--- config.mk ---
export PLATFORM = sky130hd
export DESIGN_NAME = mhpq_cell
export DESIGN_NICKNAME = d
export VERILOG_FILES = /design/src/rtl/min_heap_priority_queue_top_assert.svh /design/src/rtl/mhpq_pkg.sv /design/src/rtl/mhpq_cell.sv
export SDC_FILE = /design/constraint.sdc
export NUM_CORES = 1
export LEC_CHECK = 0
export ABC_AREA = 1
export BUFFER_PORTS_ARGS = -buffer_cell sky130_fd_sc_hd__buf_2
export CAP_MARGIN = 0
export CORE_MARGIN = 3
export CORE_UTILIZATION = 41
export DETAILED_ROUTE_END_ITERATION = 16
export PLACE_DENSITY = 0.81
export SLEW_MARGIN = 40
export SYNTH_ARGS = -nofsm -noshare
export SYNTH_HDL_FRONTEND = slang
export SYNTH_SLANG_ARGS = --single-unit
--- constraint.sdc ---
create_clock -name clk_i -period 2.48 [get_ports clk_i]
set_input_delay 0.124 -clock clk_i [delete_from_list [all_inputs] [get_ports clk_i]]
set_output_delay 0.124 -clock clk_i [all_outputs]
set_load 0.05 [all_outputs]
--- src/rtl/min_heap_priority_queue_top_assert.svh ---
// ---------------------------------------------------------------------------
// Assertion macros for the priority queue top level
// Implication checks sampled on the rising clock edge, disabled in reset.
// ---------------------------------------------------------------------------
`ifndef MIN_HEAP_PRIORITY_QUEUE_TOP_ASSERT_SVH
`define MIN_HEAP_PRIORITY_QUEUE_TOP_ASSERT_SVH

// Same-cycle implication.
`define MHPQ_ASSERT_NOW(label, clk, rstn, ante, cons, msg) \
  label: assert property (@(posedge clk) disable iff (!rstn) (ante) |-> (cons)) \
    else $error(msg);

// Next-cycle implication.
`define MHPQ_ASSERT_NEXT(label, clk, rstn, ante, cons, msg) \
  label: assert property (@(posedge clk) disable iff (!rstn) (ante) |=> (cons)) \
    else $error(msg);

`endif

--- src/rtl/mhpq_pkg.sv ---
// ---------------------------------------------------------------------------
// mhpq_pkg
// Types and codes shared by the priority queue cells and top level.
// ---------------------------------------------------------------------------
package mhpq_pkg;

  localparam int unsigned KEY_W = 32;

  localparam logic FUNC_INSERT  = 1'b0;
  localparam logic FUNC_EXTRACT = 1'b1;

  typedef enum logic [1:0] {
    ST_INSERTED  = 2'd0,
    ST_EXTRACTED = 2'd1,
    ST_EMPTY     = 2'd2,
    ST_FULL      = 2'd3
  } mhpq_status_e;

  typedef struct packed {
    logic             ins;
    logic             ext;
    logic [KEY_W-1:0] key;
  } mhpq_op_t;

  typedef struct packed {
    logic valid;
    logic tail;
  } mhpq_pos_t;

endpackage

--- src/rtl/mhpq_cell.sv ---
// ---------------------------------------------------------------------------
// mhpq_cell
// One slot of the sorted key chain; shifts towards the tail on insert and
// towards the head on extract.
// ---------------------------------------------------------------------------
module mhpq_cell (
  input  logic                      clk_i,
  input  mhpq_pkg::mhpq_op_t        op_i,
  input  mhpq_pkg::mhpq_pos_t       pos_i,
  input  logic                      prev_gt_i,
  input  logic [mhpq_pkg::KEY_W-1:0] prev_val_i,
  input  logic [mhpq_pkg::KEY_W-1:0] next_val_i,
  output logic                      gt_o,
  output logic [mhpq_pkg::KEY_W-1:0] val_o
);
  import mhpq_pkg::*;

  logic [KEY_W-1:0] val_q;
  logic [KEY_W-1:0] val_d;
  logic             gt;

  assign gt = pos_i.valid && ($signed(val_q) > $signed(op_i.key));

  always_comb begin
    val_d = val_q;
    if (op_i.ins) begin
      if (prev_gt_i) begin
        val_d = prev_val_i;
      end else if (gt || pos_i.tail) begin
        val_d = op_i.key;
      end
    end else if (op_i.ext) begin
      val_d = next_val_i;
    end
  end

  always_ff @(posedge clk_i) begin
    val_q <= val_d;
  end

  assign gt_o  = gt;
  assign val_o = val_q;

endmodule

# Word level (Yosys, flattened, before mapping)
# Cells that the tools add are included.
[totals]
in_bits = 102
register_bits = 32
[classes]
muxes = 4
reduce_logical = 4
eq_ne = 1
magnitude_cmp = 1
[ops]
columns = ["operator", "count"]
rows = [
  ["2-to-1 mux 32 bit", 4],
  ["greater-than comparator 32 bit", 1],
  ["!= test 3 x 1 -> 1 bit (second input constant)", 1],
  ["AND reduction 2 bit", 1],
  ["nonzero test 2 bit", 1],
  ["logical AND 1 bit", 1],
  ["logical OR 1 bit", 1],
]

# Logic depth before layout (Yosys ltp)
[depth]
ltp_word = 6
mapped_depth = 16
depth_no_buf = 16

# Least setup slack after synthesis
# No wires, ideal clock.
[synth_timing]
kind = "register -> register"
start = "register val_q[31] (netlist: val_o[31])"
end = "register val_q[0] (netlist: val_o[0]) (enable)"
slack_ns = -0.539
t_required_ns = 2.080
stages_incl_launch_ff = 10
arrival_time_ns = 2.619
path_buffers = 0
setup_time_ns = 0.400
path_cell_list = "edfxtp_1 -> ha_1 -> a21oi_1 -> o21a_1 -> nand2_1 -> a21oi_1 -> nand2_1 -> nand2_1 -> nand3_2 -> a21oi_2"
[synth_via]
elab_chain_cells = 5
[synth_rtl]
columns = ["item", "line_no", "rtl"]
rows = [
  ["from (decl)", "mhpq_cell.sv:18", "logic [KEY_W-1:0] val_q;"],
  ["from (signal assigned)", "mhpq_cell.sv:38", "val_q <= val_d;"],
  ["greater-than comparator 32 bit", "mhpq_cell.sv:22", "assign gt = pos_i.valid && ($signed(val_q) > $signed(op_i.key));"],
  ["logical AND 1 bit", "mhpq_cell.sv:22", ""],
  ["logical OR 1 bit", "mhpq_cell.sv:29", "end else if (gt || pos_i.tail) begin"],
  ["!= test 3 x 1 -> 1 bit (no source line)", "-", ""],
  ["AND reduction 2 bit (no source line)", "-", ""],
]
# Every way passes these cells.
# A chain may end at the register's enable or synchronous reset.

# Final worst setup path
[layout_timing]
start = "register val_q[13] (netlist: val_o[13])"
end = "register val_q[26] (netlist: val_o[26]) (enable)"
# The elaborated chain is that of the path after synthesis.

==> metrics <==
outcome=finished clean; part of the Yosys area used for sequential elements=0.387; global route total overflow=0; total number of vias=2616; first-pass iteration count of the detailed router=4; post-cts gate resize count=0; Synth Cell Area=2490 um^2; initial standard-cell utilization of the core=0.438; quantity of I/O buffers inserted on ports=134; clock root buffer=clkbuf_8; initial antenna violation count=0; via density per instance=just under 5; gate count after technology mapping=around 320; number of top-level pins=135; CP max FO=20; Unique masters post-synth=21; number of antenna-violating nets in the routed design=0; hpwl dp=5950 um; flip-flop count of the largest register after layout=32; Req. time, crit path=between 2 and 2.5 ns; number of buffers added to fix hold violations after cts=0; wire length per cell after detailed routing=approximately 14 um; endpoint class of the critical path=flop; Leak=0.00179 uW; dpl ws=0.195 ns; overall global routing resource usage=0.213; startpoint types=flop; floorplan core area=5680 um^2; worst skew pair latency=just under 0.3 ns; Arrival @ worst endpoint=2.20 ns; # DRC=0; Horiz. Die Dim=83.9 um; power consumption=roughly 1800 uW; setup repair after global routing missed its margin=false; hold violation count in the final report=0; Die Outline Area=7030 um^2; synthesized area per cell=between 7 and 8 um^2; wire length of the first global-routing pass=12200 um; remaining max-slew budget at the tightest pin=0.757; crit share post-route=0.893; IR drop worst, VDD=approximately 290 uV; nets@finish=593; Yosys top cell area share=0.387; Synth Register Bits=32; worst hold slack across all endpoints=0.118 ns; antenna cell count=0; total wire length after detailed routing=7440 um; FF/Latch Area=961 um^2; TritonCTS clock tree=done; # Max-Cap Violations=0; Sinks on Clock Net=32; Post-Place Cell Area=3270 um^2; post-route design area=3360 um^2; Finish-stage setup viols=0; CTS buffer count=5; growth of design area from synthesis to finish=35.2%; Slew Viols, Final=0; most frequent cells in the layout=buf_2, nand2_1, o21ai_0; clock buffer depth=2; Std-Cell Rows=27; final core utilization=0.592; worst setup slack after layout=0.265 ns; CP Class=flop to flop; yosys synthesis warning count=0; CTS clk-pin slew, worst paths=0.07 ns; post-synth top area cell=edfxtp_1; Worst Hold Class=input port to flop; minimum period implied by the final worst setup slack=2.22 ns; transition time of the tightest slew-check pin=0.365 ns; Layout fillers=approximately 540; number of buffers inserted by post-CTS setup repair=0; vertical die dimension=83.9 um; fraction of registers with async set or reset after synthesis=0; GP Congestion=0.854; fmax=roughly 0.45 GHz; multi-input combinational cell area=1340 um^2; Power Density=524 nW/um^2; ratio of cells with drive above 1 in the final layout=0.339; vias in the first global route=~2700; EDFF count, synth=32; level count of the clock H-tree=2; Setup Skew=just over 0.004 ns; initial detailed-routing violation count=115; most frequent standard cell in the layout excluding fill and tap cells=buf_2; top flip-flop cell by instance count after synthesis=edfxtp_1; pin count of the biggest net entering global routing=33; Syn Nets=around 460; leading post-synthesis cells by cell area=edfxtp_1, ha_1, o21ai_0
final timing paths:
path | from | endpoint | slack, ns | cells after the start
max reg2reg | val_o[13] | val_o[26] | 0.26 | 11
min reg2reg | val_o[31] | val_o[31] | 1.17 | 5
max | val_o[13] | val_o[26] | 0.26 | 11
min | next_val_i[13] | val_o[13] | 0.12 | 3
metal layers:
metal  share of wire  global-route usage  routed length (um)
met5               0                   0                   0
met4           0.021              0.0702                 154
met3           0.054              0.0434                 399
met2            0.52               0.396                3840
met1            0.41               0.239                3050
synthesized netlist by cell type, types with 2 or more instances:
| library cell | number |
|---|---|
| a21oi_1 | 14 |
| clkbuf_1 | 12 |
| inv_1 | 43 |
| o21ai_0 | 65 |
| ha_1 | 32 |
| edfxtp_1 | 32 |
| nand3_1 | 2 |
| nand2_1 | 69 |
| nor2_2 | 2 |
| nor2_1 | 41 |
| o21a_1 | 2 |
where the power goes:
part	leakage [uW]	total (uW)	internal [uW]	switching, uW
Sequential	0.000326	702	669	32.6
Clock	0.0000453	390	190	199
Combinational	0.00142	670	217	453
per-stage QoR:
stage               std cells  TNS, ns
floorplan                 324    -4.35
global placement          524        0
detailed placement        524        0
CTS                       532        0
global route              532        0
finish                    532        0
critical path: stages, from the launching register on:
cell	delay, ns
edfxtp_1	0.41
ha_1	0.31
a21oi_1	0.14
o21ai_0	0.09
a21oi_1	0.17
nand2_1	0.09
nand2_1	0.08
nand2_1	0.05
nand2_1	0.07
nand3_2	0.09
a21oi_4	0.17
buf_6	0.24
cells by family after synthesis:
group	after synthesis	synth area share
buffers and inverters	56	0.0845
adder cells (fa/ha/maj)	32	0.161
AO/OA/AOI/OAI	85	0.177
flip-flops	32	0.387
AND/OR/NAND/NOR	119	0.191
cell type report:
class	instances	area share
timing repair buffer	140	0.215
clock inverter	3	0.00409
inverter	44	0.0491
sequential	32	0.286
multi-input combinational	236	0.399
clock buffer	5	0.0205
tap	72	0.0268
Note: power is estimated with default switching activity, not from simulation.
